--- src/design/fetc_pkg.sv ---
`timescale 1ns / 1ps
// shared types, register codes and fixed-point helpers for the escape-time counter
// no dependencies
package fetc_pkg;

	localparam int FETC_COUNT_BITS = 16;
	localparam int Q_W             = 32;
	localparam int QFRAC           = 26;
	localparam int PROD_W          = 2 * Q_W;
	localparam int ACC_W           = 40;
	localparam int ITER_W          = 16;
	localparam int CFG_IDX_W       = 2;

	// register indexes of the configuration port
	localparam logic [CFG_IDX_W-1:0] REG_MODE       = 2'd0;
	localparam logic [CFG_IDX_W-1:0] REG_MAX_ITER   = 2'd1;
	localparam logic [CFG_IDX_W-1:0] REG_CONST_REAL = 2'd2;
	localparam logic [CFG_IDX_W-1:0] REG_CONST_IMAG = 2'd3;

	// mode codes
	localparam logic MODE_JULIA      = 1'b0;
	localparam logic MODE_MANDELBROT = 1'b1;

	// escape radius squared (4) in the Q12.52 product format
	localparam logic [PROD_W:0] RADIUS_SQ = (PROD_W+1)'(4) << (2 * QFRAC);

	localparam logic [ITER_W-1:0] MAX_ITER_RESET = 16'd256;

	typedef struct packed {
		logic                  mode;
		logic [ITER_W-1:0]     max_iter;
		logic signed [Q_W-1:0] c_re;
		logic signed [Q_W-1:0] c_im;
	} cfg_t;

	typedef struct packed {
		logic load;     // take a new point and pick c
		logic mul;      // register the three products
		logic step;     // write back the next z and bump the count
	} cmd_t;

	typedef struct packed {
		logic keep_going;  // below limit and still inside radius
	} status_t;

	// clamp a widened sum back to the Q6.26 range
	function automatic logic signed [Q_W-1:0] sat_q(input logic signed [ACC_W-1:0] v);
		logic signed [ACC_W-1:0] hi;
		logic signed [ACC_W-1:0] lo;
		hi = ACC_W'({1'b0, {(Q_W-1){1'b1}}});
		lo = -hi - ACC_W'(1);
		if (v > hi)
			return {1'b0, {(Q_W-1){1'b1}}};
		else if (v < lo)
			return {1'b1, {(Q_W-1){1'b0}}};
		else
			return v[Q_W-1:0];
	endfunction

endpackage

--- src/design/fetc_regs.sv ---
`timescale 1ns / 1ps
// configuration register file: mode, iteration limit, julia constant
// depends on fetc_pkg
module fetc_regs (
	input  logic                                clk,
	input  logic                                arst_n,
	input  logic                                wr_en,
	input  logic [fetc_pkg::CFG_IDX_W-1:0]      wr_index,
	input  logic [fetc_pkg::Q_W-1:0]            wr_data,
	output fetc_pkg::cfg_t                      cfg
);
	import fetc_pkg::*;

	cfg_t cfg_q;

	always_ff @(posedge clk or negedge arst_n) begin
		if (!arst_n) begin
			cfg_q.mode     <= MODE_JULIA;
			cfg_q.max_iter <= MAX_ITER_RESET;
			cfg_q.c_re     <= '0;
			cfg_q.c_im     <= '0;
		end else if (wr_en) begin
			case (wr_index)
				REG_MODE:       cfg_q.mode     <= wr_data[0];
				REG_MAX_ITER:   cfg_q.max_iter <= wr_data[ITER_W-1:0];
				REG_CONST_REAL: cfg_q.c_re     <= $signed(wr_data);
				REG_CONST_IMAG: cfg_q.c_im     <= $signed(wr_data);
				default:        ;
			endcase
		end
	end

	assign cfg = cfg_q;

endmodule

--- config.mk ---
export PLATFORM = sky130hd
export DESIGN_NAME = fetc_regs
export DESIGN_NICKNAME = d
export VERILOG_FILES = /design/src/design/fetc_pkg.sv /design/src/design/fetc_regs.sv
export SDC_FILE = /design/constraint.sdc
export NUM_CORES = 1
export LEC_CHECK = 0
export BUFFER_PORTS_ARGS = -buffer_cell sky130_fd_sc_hd__buf_2
export CAP_MARGIN = 30
export CORE_UTILIZATION = 44
export DETAILED_ROUTE_END_ITERATION = 8
export GPL_TIMING_DRIVEN = 0
export PLACE_DENSITY_LB_ADDON = 0.1
export SYNTH_ARGS = -nofsm -noshare
export SYNTH_HDL_FRONTEND = slang
export SYNTH_SLANG_ARGS = --single-unit
--- constraint.sdc ---
create_clock -name clk -period 0.8 [get_ports clk]
set_input_delay 0.08 -clock clk [delete_from_list [all_inputs] [get_ports clk]]
set_output_delay 0.08 -clock clk [all_outputs]
set_load 0.05 [all_outputs]
==> results.py, run 1 <==
metrics = {
    "die": {
        "initial_core_util_pct": 46.2,
        "io_pins": 118,
        "die_area_sq_mm": 0.00759,
        "die_h_microns": 87.1,
        "coreArea_sq_mm": 0.00691,
        "die_width_microns": 87.1,
        "num_rows": 30,
    },
    "grt": {
        "grt_pass1_wl_microns": 12400,
        "grt_overflow": 0,
        "antenna_found_initial": 0,
        "grt_use_total_pct": 22.0,
        "grt_max_degree": 67,
        "grt_pass1_vias": 2390,
    },
    "final_layout": {
        "num_antenna_cells": 0,
        "drive_gt1_share_pct": 90.7,
        "final_common_cell": "buf_6",
        "instances_no_fill": 462,
        "area_growth_pct": 74.7,
        "regArea_sq_mm": 0.00213,
        "utilization_pct": 80.7,
        "largest_register_ffs": 81,
        "fin_nets": 398,
        "fill_cells": 371,
        "multi_input_area_sq_mm": 0.00127,
        "layout_common_cells": "buf_6 (114), mux2_4 (80), dfrtp_2 (80)",
    },
    "route": {
        "drt_iter0_drc": 59,
        "first_pass_iters": 4,
        "totalWireLength_microns": 8490,
        "drc": 0,
        "wl_met3_microns": 553,
        "avgViaCountPerCell": 4.72,
        "met1_length_microns": 3620,
        "top_layer": "met4",
        "vias": 2180,
        "wl_per_cell_microns": 18.4,
        "detail-route-antenna-nets": 0,
        "wl_met2_microns": 4140,
    },
    "setup_path": {
        "worstSetupPathDepth": 1,
        "crit_family": "flip-flops",
        "crit_buf_inv": 1,
        "cp_max_fo": 2,
        "worst_r2r_path_depth": 2,
        "crit_chain": "buf_8",
        "worst-setup-path-type": "reg -> out",
        "worstPathArrival_ps": 1040,
        "cp-end-kind": "primary output",
        "slowest_stage": "dfstp_2",
        "max_stage_delay_ps": 560,
        "start_kind": "flop",
        "required_ps": 720,
    },
    "place": {
        "place_ws_ps": -352,
        "dp.cells": 387,
        "place_hpwl_microns": 4460,
        "gp_congestion": 0.712,
        "io_buffers": 117,
    },
    "synth": {
        "synth_warnings": 0,
        "syn_avg_cell_area_sq_um": 18.4,
        "syn_inst": 173,
        "syn-num-nets": 210,
        "synth_seq_cells": 81,
        "yosys.area.top_type": "dfrtp_1",
        "netlist.area_leader.share_pct": 62.8,
        "synth_area_sq_mm": 0.00319,
        "yosysUniqueCellTypes": 9,
        "synth_seq_area_share_pct": 63.6,
        "netlist_top_cells_area": "dfrtp_1 (63%), mux2_2 (17%), mux2_4 (14%), buf_6 (2.5%), nand3b_4 (1.3%)",
    },
    "power_and_ir_drop": {
        "p_switching_mw": 5.97,
        "power.density_mw_per_mm2": 2830,
        "p_seq_share_pct": 36.2,
        "leakagePower_nw": 2.76,
        "p_int_mw": 9.82,
        "power_frac_comb_pct": 44.9,
        "irDropWorstVdd_mv": 1.75,
        "power_frac_clock_pct": 18.9,
        "p_sw_share_pct": 37.8,
    },
    "clock_tree": {
        "path_clk_slew_ps": 80,
        "clockBufferDepth": 2,
        "clk_latency_ps": 340,
        "cts_buffers": 9,
        "cts_sinks": 81,
        "clockRootBuffer": "clkbuf_8",
        "cts_tree": "built",
        "htree_levels": 3,
    },
    "timing": {
        "fin_crit_ps": 1120,
        "setup_viol": 116,
        "fmax_mhz": 893,
        "post-route-period-util_pct": 140,
        "slew_headroom_pct": 80.7,
        "rsz0062_at_grt": "true",
        "finalHoldViolations": 0,
        "final_max_slew_viol_count": 0,
        "worst_pin_slew_ps": 290,
        "clock_skew_ps": 0,
        "setup_ws_ps": -320,
        "setup_tns_ps": -19460,
        "holdWs_ps": 15.5,
    },
    "hold_path": {
        "hold_class": "in -> reg",
        "holdPathStages": 2,
    },
    "status": {
        "outcome": "finished with violations",
        "violations": "negative setup slack",
    },
    "run": {
        "drv_cap": 0,
    },
}
## per-stage QoR
stage	area (sq um)	total power, mW
floorplan	3480	9.56
global placement	4180	10.7
detailed placement	4210	10.8
CTS	5450	15.4
global route	5570	16.3
finish	5570	15.8
## cell type report
| type | instances | area share (%) |
|---|---|---|
| Buffer | 7 | 1.41 |
| Clock buffer | 13 | 2.67 |
| Clock inverter | 3 | 0.719 |
| Multi-Input combinational cell | 85 | 22.8 |
| Sequential cell | 81 | 38.2 |
| Tap cell | 96 | 2.16 |
| Timing Repair Buffer | 177 | 32.0 |
## cells by family after synthesis
family                 after synthesis  share of synthesized area, %
flip-flops                          81                          63.6
AND/OR/NAND/NOR                      4                          1.80
buffers and inverters                7                          2.47
multiplexers                        81                          32.1
## what timing repair did
item | in CTS | in global routing
cloned | 0 | 1
hold endpoints to repair | 149 | 0
resized for setup | 176 | 18
pin swaps | 0 | 0
buffers inserted | 25 | 6
hold buffers | 30 | 0
endpoints found under the setup margin | 81 | 195
## cell usage after synthesis (all sizes together)
| cell type | count |
|---|---|
| nor3b | 1 |
| nand3 | 1 |
| nand3b | 2 |
| dfrtp | 80 |
| buf | 7 |
| mux2 | 81 |
| dfstp | 1 |
## path summary, 6_finish.rpt
kind,from,to,slack [ps]
worst max-delay path,cfg[72],cfg[72],-320
worst min-delay path,wr_data[12],cfg[12],20
worst max register to register,cfg[61],cfg[61],-120
worst min register to register,cfg[78],cfg[78],530
max in group asynchronous,arst_n,cfg[72],120
min in group asynchronous,arst_n,cfg[49],160
## power groups by stage
| stage | Clock, mW | Combinational [mW] | Sequential (mW) |
|---|---|---|---|
| 6_report | 2.98 | 7.10 | 5.72 |
| 5_1_grt | 3.20 | 7.34 | 5.80 |
| 4_1_cts | 2.98 | 6.82 | 5.63 |
| 3_5_place_dp | 0 | 5.30 | 5.49 |
| 3_3_place_gp | 0 | 5.23 | 5.48 |
| 2_1_floorplan | 0 | 1.26 | 8.30 |
## per-layer routing
metal / vias up / track usage [%]
li1: 987 / -
met2: 82 / 35.9
met5: - / 0
met3: 16 / 5.78
met1: 1095 / 27.6
met4: 0 / 9.54
(Power assumes the default switching activity.)
==> inputs of run 2 (changes only) <==
--- a/config.mk
+++ b/config.mk
@@ -7,7 +7,7 @@
 export LEC_CHECK = 0
 export BUFFER_PORTS_ARGS = -buffer_cell sky130_fd_sc_hd__buf_2
 export CAP_MARGIN = 30
-export CORE_UTILIZATION = 44
+export CORE_UTILIZATION = 35
 export DETAILED_ROUTE_END_ITERATION = 8
 export GPL_TIMING_DRIVEN = 0
 export PLACE_DENSITY_LB_ADDON = 0.1
==> run 2 against run 1 <==
  * The run ends with negative hold slack, negative setup slack left
  * Largest power group unchanged
  * Power is 0.95% lower
  * Clock skew is the same
  * Register-to-register slack about the same
  * Critical path type unchanged
  * First-iteration DRC count shrank 20%
  * Critical endpoint unchanged
  * Global-route usage decreased by 4.6 points
==> results.py, run 2 (same netlist as run 1, synthesis figures left out) <==
metrics = {
    "grt": {
        "grt_pass1_vias": 2427,
        "antenna_found_initial": 0,
        "grt_pass1_wl_microns": 12900,
        "grt_max_degree": 53,
        "grt_overflow": 0,
        "grt_use_total_pct": 17.3,
    },
    "clock_tree": {
        "htree_levels": 3,
        "clockRootBuffer": "clkbuf_8",
        "path_clk_slew_ps": 80,
        "cts_buffers": 9,
        "hold_buffers": 30,
        "clockBufferDepth": 2,
        "cts_sinks": 81,
        "cts_tree": "built",
        "clk_latency_ps": 340,
    },
    "setup_path": {
        "crit_buf_inv": 1,
        "critPathLaunch": "cfg[72]",
        "crit_family": "flip-flops",
        "r2r_slack_ps": -110,
        "max_stage_delay_ps": 560,
        "worstPathArrival_ps": 1040,
        "start_kind": "flop",
        "worst-setup-path-type": "reg -> out",
        "crit_chain": "buf_8",
        "rr_startpoint": "cfg[51]",
        "cp-end-kind": "primary output",
        "worst_r2r_path_depth": 2,
        "cp_max_fo": 2,
        "slowest_stage": "dfstp_2",
        "worstSetupPathDepth": 1,
        "required_ps": 720,
    },
    "final_layout": {
        "final_common_cell": "buf_6",
        "utilization_pct": 63.8,
        "fill_cells": 614,
        "area_growth_pct": 75.4,
        "layout_common_cells": "buf_6 (115), mux2_4 (80), dfrtp_2 (80)",
        "drive_gt1_share_pct": 91.4,
        "largest_register_ffs": 81,
        "num_antenna_cells": 0,
        "instances_no_fill": 479,
        "fin_nets": 403,
    },
    "die": {
        "io_pins": 118,
        "die_area_sq_mm": 0.00950,
        "initial_core_util_pct": 36.4,
        "coreArea_sq_mm": 0.00876,
        "die_h_microns": 97.5,
        "die_width_microns": 97.5,
        "num_rows": 34,
    },
    "timing": {
        "rsz0062_at_grt": "true",
        "final_max_slew_viol_count": 0,
        "clock_skew_ps": 0,
        "holdWs_ps": -336,
        "setup_viol": 111,
        "setup_ws_ps": -319,
        "worst_pin_slew_ps": 416,
        "fmax_mhz": 894,
        "slew_headroom_pct": 72.2,
        "setup_tns_ps": -18230,
        "fin_crit_ps": 1120,
        "post-route-period-util_pct": 140,
        "finalHoldViolations": 29,
    },
    "status": {
        "violations": "negative hold slack, negative setup slack",
        "outcome": "finished with violations",
    },
    "hold_path": {
        "hold_class": "in -> async",
    },
    "route": {
        "first_pass_iters": 3,
        "totalWireLength_microns": 7880,
        "wl_per_cell_microns": 16.5,
        "detail-route-antenna-nets": 0,
        "drt_iter0_drc": 47,
        "drc": 0,
        "avgViaCountPerCell": 4.50,
        "vias": 2157,
    },
    "power_and_ir_drop": {
        "power.density_mw_per_mm2": 2800,
        "irDropWorstVdd_mv": 1.14,
        "leakagePower_nw": 2.76,
    },
    "place": {
        "io_buffers": 117,
        "dp.cells": 399,
        "place_hpwl_microns": 4670,
        "gp_congestion": 0.706,
    },
    "run": {
        "drv_cap": 0,
    },
}
run 2: changes by cell type in the layout (fill, tap and decap cells not counted):
cell        previous run  this run
buf_8                  3         1
clkbuf_16              1         0
clkbuf_1               3         1
clkinvlp_4             0         2
buf_6                114       115
buf_2                 32        35
buf_4                  3         7
run 2: repair_timing:
action	4_1_cts	5_1_grt
buffers inserted	25	9
endpoints found under the setup margin	81	128
resized for setup	169	22
hold endpoints to repair	102	28
gates cloned	0	0
run 2: per-layer routing:
layer / track usage [%] / share of wire [%]
met1: 22.9 / 45
met2: 27.9 / 49
met3: 3.88 / 5.0
met4: 6.33 / 1.6
met5: 0 / 0
run 2: area by class of cell:
class	count	area, sq um	share of cell area (%)
buffer	7	78.8	1.41
clock buffer	11	141	2.53
clock inverter	5	55.1	0.984
multi-input combinational	85	1270	22.7
sequential	81	2130	38.0
tap	108	135	2.42
timing repair buffer	182	1790	31.9
run 2: final timing paths:
kind,end
setup / recovery,cfg[72]
hold / removal,cfg[14]
setup reg to reg,cfg[51]
hold reg to reg,cfg[57]
max in group asynchronous,cfg[10]
min in group clk,cfg[66]
run 2: report_power, final:
part | switching (mW) | internal, mW
clock | 1.45 | 1.52
combinational | 3.75 | 3.23
sequential | 0.666 | 5.03
run 2: metrics by stage:
step | total power, mW | setup slack, ps | instance area, sq um
2_1_floorplan | 9.56 | -117 | 3480
3_3_place_gp | 10.7 | -1200 | 4200
3_5_place_dp | 10.8 | -355 | 4230
4_1_cts | 15.5 | -336 | 5450
5_1_grt | 16.3 | -357 | 5600
6_report | 15.6 | -319 | 5600
