===== src/design/fetc_pkg.sv =====
`timescale 1ns / 1ps
// shared types, register codes and fixed-point helpers for the escape-time counter
// no dependencies
package fetc_pkg;

	localparam int FETC_COUNT_BITS = 16;
	localparam int Q_W             = 32;
	localparam int QFRAC           = 26;
	localparam int PROD_W          = 2 * Q_W;
	localparam int ACC_W           = 40;
	localparam int ITER_W          = 16;
	localparam int CFG_IDX_W       = 2;

	// register indexes of the configuration port
	localparam logic [CFG_IDX_W-1:0] REG_MODE       = 2'd0;
	localparam logic [CFG_IDX_W-1:0] REG_MAX_ITER   = 2'd1;
	localparam logic [CFG_IDX_W-1:0] REG_CONST_REAL = 2'd2;
	localparam logic [CFG_IDX_W-1:0] REG_CONST_IMAG = 2'd3;

	// mode codes
	localparam logic MODE_JULIA      = 1'b0;
	localparam logic MODE_MANDELBROT = 1'b1;

	// escape radius squared (4) in the Q12.52 product format
	localparam logic [PROD_W:0] RADIUS_SQ = (PROD_W+1)'(4) << (2 * QFRAC);

	localparam logic [ITER_W-1:0] MAX_ITER_RESET = 16'd256;

	typedef struct packed {
		logic                  mode;
		logic [ITER_W-1:0]     max_iter;
		logic signed [Q_W-1:0] c_re;
		logic signed [Q_W-1:0] c_im;
	} cfg_t;

	typedef struct packed {
		logic load;     // take a new point and pick c
		logic mul;      // register the three products
		logic step;     // write back the next z and bump the count
	} cmd_t;

	typedef struct packed {
		logic keep_going;  // below limit and still inside radius
	} status_t;

	// clamp a widened sum back to the Q6.26 range
	function automatic logic signed [Q_W-1:0] sat_q(input logic signed [ACC_W-1:0] v);
		logic signed [ACC_W-1:0] hi;
		logic signed [ACC_W-1:0] lo;
		hi = ACC_W'({1'b0, {(Q_W-1){1'b1}}});
		lo = -hi - ACC_W'(1);
		if (v > hi)
			return {1'b0, {(Q_W-1){1'b1}}};
		else if (v < lo)
			return {1'b1, {(Q_W-1){1'b0}}};
		else
			return v[Q_W-1:0];
	endfunction

endpackage


===== src/design/fetc_ctrl.sv =====
`timescale 1ns / 1ps
// sequencer: load, then alternate multiply and update until escape or limit
// depends on fetc_pkg
module fetc_ctrl (
	input  logic                clk,
	input  logic                arst_n,
	input  logic                start,
	input  fetc_pkg::status_t   status,
	output fetc_pkg::cmd_t      cmd,
	output logic                busy,
	output logic                done
);
	import fetc_pkg::*;

	typedef enum logic [3:0] {
		S_IDLE = 4'b0001,
		S_MUL  = 4'b0010,
		S_UPD  = 4'b0100,
		S_DONE = 4'b1000
	} state_t;

	state_t state_q;
	state_t state_d;

	always_comb begin
		state_d  = state_q;
		cmd.load = 1'b0;
		cmd.mul  = 1'b0;
		cmd.step = 1'b0;
		case (state_q)
			S_IDLE: begin
				if (start) begin
					cmd.load = 1'b1;
					state_d  = S_MUL;
				end
			end
			S_MUL: begin
				cmd.mul = 1'b1;
				state_d = S_UPD;
			end
			S_UPD: begin
				if (status.keep_going) begin
					cmd.step = 1'b1;
					state_d  = S_MUL;
				end else begin
					state_d  = S_DONE;
				end
			end
			S_DONE: state_d = S_IDLE;
			default: state_d = S_IDLE;
		endcase
	end

	always_ff @(posedge clk or negedge arst_n) begin
		if (!arst_n) begin
			state_q <= S_IDLE;
		end else begin
			state_q <= state_d;
		end
	end

	assign busy = (state_q != S_IDLE);
	assign done = (state_q == S_DONE);

endmodule


===== config.mk =====
export PLATFORM = sky130hd
export DESIGN_NAME = fetc_ctrl
export DESIGN_NICKNAME = d
export VERILOG_FILES = /design/src/design/fetc_pkg.sv /design/src/design/fetc_ctrl.sv
export SDC_FILE = /design/constraint.sdc
export NUM_CORES = 1
export LEC_CHECK = 0
export ABC_CLOCK_PERIOD_IN_PS = 1500
export BUFFER_PORTS_ARGS = -buffer_cell sky130_fd_sc_hd__buf_2
export CORE_AREA = 10 10 47 49
export CTS_BUF_LIST = sky130_fd_sc_hd__clkbuf_4 sky130_fd_sc_hd__clkbuf_8 sky130_fd_sc_hd__clkbuf_16
export CTS_CLUSTER_DIAMETER = 50
export DETAILED_ROUTE_END_ITERATION = 10
export DIE_AREA = 0 0 57 59
export PLACE_DENSITY = 0.46
export SETUP_SLACK_MARGIN = 0.5
export SYNTH_ARGS = -nofsm -noshare
export SYNTH_HDL_FRONTEND = slang
export SYNTH_SLANG_ARGS = --single-unit

===== constraint.sdc =====
create_clock -name clk -period 1.5 [get_ports clk]
set_input_delay 0.15 -clock clk [delete_from_list [all_inputs] [get_ports clk]]
set_output_delay 0.15 -clock clk [all_outputs]
set_load 0.005 [all_outputs]

==> flow_summary.toml, run 1 <==
[run_status]
run_status = "finished with violations"
violations = "negative setup slack"

[clocking]
path_clk_slew_ns = 0.04
h-tree-depth = 1
clock_tree_from_tritoncts = "done"
clk_latency_ns = 0.24
tritoncts_num_sinks = 4
clock_tree.buffer_depth = 2
cts_root_buf = "clkbuf_4"
total_clock_buffers_created_by_cts = 3

[power_and_ir_drop]
seq_power_share_pct = 23.6
irDropWorstVdd_uv = 501
p_clk_share_pct = 24.7
power.share.switching_pct = 33.8
totalPowerFinal_w = 0.000694
logic_pwr_share_pct = 51.7
cellInternalPower_w = 0.000460
netSwitchingPower_w = 0.000235
power_density_nw_per_um2 = 1650
cellLeakagePower_nw = 0.182

[global_routing]
grt_overflow = 0
grt_antenna_before_repair = 0
grt_start_max_net_pins = 9
first_global_vias = 245
first_pass_grt_wire_length_mm = 1.15
global_route.usage.total_pct = 4.67

[yosys]
ys.warnings.count = 0
area_of_the_mapped_netlist_um2 = 221
sequential_fraction_of_the_synthesis_area_pct = 45.8
synth-compound-area-share_pct = 7.91
netlist_top_cells_area = "dfrtp_1 (34%), dfstp_2 (12%), nor4b_1 (12%)"
synthesis.instances = 19
synth_largest_area_cell = "dfrtp_1"
synth_top_family_by_area = "simple AND/OR/NAND/NOR gates"
synthDistinctLibCells = 13
syn-mean-instance-area_um2 = 11.7
synth_xor_xnor_area_share_pct = 3.95
yosys.area_share.adder_pct = 0
flop_and_latch_count_out_of_synthesis = 4
synth_mux_area_share_pct = 0
synth_simple_gate_area_share_pct = 37.3
synthDominantCellAreaShare_pct = 33.9
mappedNetlistNets = 23

[routing]
postRouteWirelength_um = 729
detail_route.iter0.violations = 3
dr_total_vias = 232
post_drt_wl_per_cell_um = 14.0
antenna_violating_nets_post_route = 0
drc = 0
drtPass1Iterations = 2
vias_per_cell = 4.46

[final_layout]
reg.largest.list = "state_q: 4 flops"
post_layout_nonfiller_instances = 52
largest_register = "state_q"
antennaDiodeCount = 0
layout_cell_share_with_drive_strength_beyond_1_pct = 69.4
largest_reg_flops = 4
layout-area-overhead-vs-synth_pct = 90.4
fin_nets = 41

[sta]
final.min_clock_period_ns = 1.58
rsz0062_at_grt = "yes"
finalHoldViolations = 0
worstMarginPinSlew_ns = 0.204
fmax_mhz = 634
worst_slew_margin_rel_pct = 86.2
final-max-slew-violation-count = 0
final.period_utilization_pct = 105
setup-violations-final = 2
final.setup.worst_slack_ns = -0.0769
clock_skew_ns = 0.000841
tns_ns = -0.103

[worst_setup_path]
critical_path_arrival_ns = 1.43
criticalPathCategory = "reg2out"
worstSetupStartpointType = "flip-flop"
worst-endpoint-required_ns = 1.35
worst-path-max-fanout = 3
cp-end-kind = "output port"

[flow_run]
drv.max_cap_violation_count = 0

[floorplan]
rows = 14
design.core.area_um2 = 1400
fp.dieH_um = 59
die-width_um = 57
die-area_um2 = 3360
floorplan.initialDensity_pct = 15.8
io_pins = 9

[worst_hold_path]
min_path_type = "in2reg"

[placed_design]
place_inst = 45
gp_congestion = 0.724
place.port_buffers = 8
[cells by family after synthesis]
group	count (synthesis)
compound gates	2
buf+inv	2
flops	4
xor+xnor	1
simple gates	10
[worst paths after layout]
check                      startpoint         end  slack [ns]  cells after the start
setup / recovery           state_q[0]      cmd[2]       -0.08                      3
hold / removal                 status  state_q[3]        0.10                      2
setup reg to reg           state_q[0]  state_q[0]        0.24                      2
hold reg to reg            state_q[1]  state_q[1]        0.59                      2
max in group asynchronous      arst_n  state_q[0]        1.05                      2
min in group asynchronous      arst_n  state_q[1]        0.25                      2
[stage by stage]
stage	hold WS (ns)	cell area, µm²	worst slack, ns	util [%]
2_1_floorplan	-0.146	224	0.205	-
6_report	0.103	422	-0.0769	30.1
5_1_grt	0.0935	422	-0.105	30.1
4_1_cts	0.0879	398	-0.0861	28.4
3_5_place_dp	-0.0404	299	0.0809	21.3
3_3_place_gp	-0.0437	299	0.101	21.3
[layer usage]
metal	routed length [µm]	global-route usage, %	up-vias
li1	-	-	109
met1	291	4.16	117
met2	414	7.13	4
met3	4	1.93	2
met4	19	6.04	0
met5	0	0	-
[layout make-up]
| cell class | instances | area [µm²] |
|---|---|---|
| Inverter | 1 | 3.75 |
| Fill cell | 153 | 980 |
| Clock buffer | 4 | 30.0 |
| Tap cell | 16 | 20.0 |
| Sequential cell | 4 | 101 |
| Multi-Input combinational cell | 13 | 168 |
| Timing Repair Buffer | 14 | 98.8 |
[power groups by stage]
stage	clock (W)	sequential, W	combinational [W]
global route	0.000187	0.000165	0.000388
finish	0.000171	0.000164	0.000359
global placement	0	0.000179	0.000235
CTS	0.000178	0.000163	0.000330
floorplan	0	0.000183	0.000143
detailed placement	0	0.000182	0.000238
[timing repair]
item	in CTS	in global routing
buffers inserted	2	0
cloned	0	0
hold endpoints to repair	4	0
hold buffers	1	0
setup endpoints to repair	7	9
pin swaps	2	0
gates resized for setup	8	3
[critical path: stages (launching register included)]
cell	delay, ns
dfstp_2	0.52
or4b_4	0.47
nor2_2	0.09
buf_2	0.11
[cells in the mapped netlist]
library cell and number:
buf_4 1, nor2_1 2, nor4bb_1 1, nor4b_1 3, a211oi_1 1, dfrtp_1 3, nand3b_1 2, inv_1 1
or4b_4 1, dfstp_2 1, and4b_1 1, xnor2_1 1, o32a_1 1
[placed cells by master, fill, tap and decap left out]
cell and count:
buf_4 2, xnor2_1 1, buf_6 3, dfrtp_1 3, and4b_1 1, buf_2 8, nor2_1 1, inv_1 1
dlygate4sd3_1 1, a211oi_2 1, clkbuf_4 4, dfstp_2 1, nand3b_1 2, nor4b_4 3, o32a_1 1, or4b_4 1
nor4bb_2 1, nor2_2 1
Note: power is estimated with default switching activity, not from simulation.
==> run 2: changes to the inputs <==
- ABC_CLOCK_PERIOD_IN_PS: 1500 -> 1800
- clock period: 1.5 -> 1.8 ns (I/O delays scaled with it)
==> run 2 against run 1 <==
Clock skew about the same; largest power group unchanged; flip-flop and latch count is the same; first-iteration DRC count up 33%; non-clock buffer count fell by 2; final cell count down 3.8%; routed wire length fell by 4.7%; combinational power down 40%; the flow now finishes without violations; global-route usage is 0.21 points higher; hold slack improved by 0.0097 ns; die area is the same; clock power fell by 12%; core utilization shrank 4.7 points; largest cell class unchanged.
==> flow_summary.toml, run 2 (synthesis results as in run 1) <==
[run_status]
run_status = "completed"

[final_layout]
layout-area-overhead-vs-synth_pct = 60.5
final_core_util_pct = 25.4
final_cell_mix = "buf_2 (8), clkbuf_4 (4), buf_4 (3), dfrtp_2 (3)"
most_common_cell_after_layout_fill_and_taps_aside = "buf_2"
layout_cell_share_with_drive_strength_beyond_1_pct = 67.6
largest_register = "state_q"
fin_nets = 39
reg.largest.list = "state_q: 4 flops"
antennaDiodeCount = 0
largest_reg_flops = 4

[power_and_ir_drop]
power.share.switching_pct = 33.0
netSwitchingPower_w = 0.000171
logic_pwr_share_pct = 41.8
irDropWorstVdd_uv = 530
power_density_nw_per_um2 = 1460
p_clk_share_pct = 29.2
cellLeakagePower_nw = 0.156
seq_power_share_pct = 29.0
cellInternalPower_w = 0.000347

[routing]
drtPass1Iterations = 3
detail_route.iter0.violations = 4
antenna_violating_nets_post_route = 0
post_drt_wl_per_cell_um = 13.9
drc = 0
dr_total_vias = 223
postRouteWirelength_um = 695
vias_per_cell = 4.46

[global_routing]
grt_antenna_before_repair = 0
global_route.usage.total_pct = 4.88
grt_start_max_net_pins = 10
first_pass_grt_wire_length_mm = 1.12
first_global_vias = 245
grt_overflow = 0

[worst_setup_path]
crit-reg2reg-launch = "state_q[0]"
criticalPathCategory = "reg2out"
worst-path-max-fanout = 3
worst-endpoint-required_ns = 1.62
worstSetupStartpointType = "flip-flop"
worst_r2r_endpoint = "state_q[0]"
r2r_setup_slack_ns = 0.54
cp-end-kind = "output port"
critical_path_arrival_ns = 1.43
timing.reg2reg.worst_path_depth = 2

[sta]
tns_ns = 0
final.min_clock_period_ns = 1.61
worst_hold_slack_ns = 0.113
worst_slew_margin_rel_pct = 82.0
setup-violations-final = 0
rsz0062_at_grt = "yes"
final.period_utilization_pct = 89.7
fmax_mhz = 619
finalHoldViolations = 0
clock_skew_ns = 0.00126
final-max-slew-violation-count = 0
worstMarginPinSlew_ns = 0.267

[clocking]
tritoncts_num_sinks = 4
clock_tree_from_tritoncts = "done"
clk_latency_ns = 0.25
cts_root_buf = "clkbuf_4"
path_clk_slew_ns = 0.04
h-tree-depth = 1
total_clock_buffers_created_by_cts = 3
clock_tree.buffer_depth = 2

[placed_design]
place.port_buffers = 8
detailedPlacementHpwl_um = 460
gp_congestion = 0.748

[floorplan]
floorplan.initialDensity_pct = 15.8
io_pins = 9
design.core.area_um2 = 1400
die-area_um2 = 3360
die-width_um = 57
rows = 14
fp.dieH_um = 59

[flow_run]
drv.max_cap_violation_count = 0

[worst_hold_path]
min_path_cells = 2
worst_hold_path.endpoint = "state_q[3]"
min_path_type = "in2reg"
hold_start = "status"
## run 2: critical path, stage by stage (launching register included)
cell	delay [ns]
dfstp_2	0.52
or4b_4	0.47
nor2_2	0.08
buf_2	0.11
## run 2: worst max-delay path by stage
stage | start | endpoint | cells after the start
final | state_q[0] | cmd[2] | 3
after global routing | state_q[2] | cmd[2] | 3
after CTS | state_q[0] | cmd[2] | 3
after detailed placement | state_q[0] | cmd[2] | 3
after global placement | state_q[0] | cmd[2] | 3
after floorplan | state_q[0] | cmd[2] | 2
## run 2: stage by stage
step	instances	power (W)	worst slack, ns	area (µm²)
after floorplan	19	0.000273	0.475	224
after CTS	49	0.000508	0.178	334
after global routing	50	0.000560	0.130	355
after detailed placement	42	0.000325	0.358	277
after global placement	42	0.000318	0.382	277
final	50	0.000518	0.185	355
## run 2: metal layers
| metal | track usage, % | routed length, µm | up-vias |
|---|---|---|---|
| li1 | - | - | 103 |
| met1 | 3.80 | 253 | 108 |
| met2 | 6.67 | 345 | 7 |
| met3 | 1.72 | 28 | 5 |
| met4 | 10.1 | 68 | 0 |
| met5 | 0 | 0 | - |
## run 2: timing repair
item,CTS,global route
buffers inserted,2,1
gates resized for setup,2,3
setup endpoints to repair,6,6
hold buffers,1,0
pin swaps,0,1
hold endpoints to repair,4,0
## run 2: layout make-up
cell class / count / area, µm²
multi-input cells: 13 / 124
clock buffers: 4 / 30.0
well taps: 16 / 20.0
flip-flops and latches: 4 / 105
repair buffers: 12 / 72.6
inverters: 1 / 3.75
fillers: 156 / 1050
## run 2: power groups by stage
stage	Clock, W	Sequential (W)	Combinational (W)
6_report	0.000151	0.000150	0.000216
3_5_place_dp	0	0.000173	0.000152
2_1_floorplan	0	0.000153	0.000120
4_1_cts	0.000152	0.000147	0.000208
5_1_grt	0.000160	0.000155	0.000245
3_3_place_gp	0	0.000168	0.000150
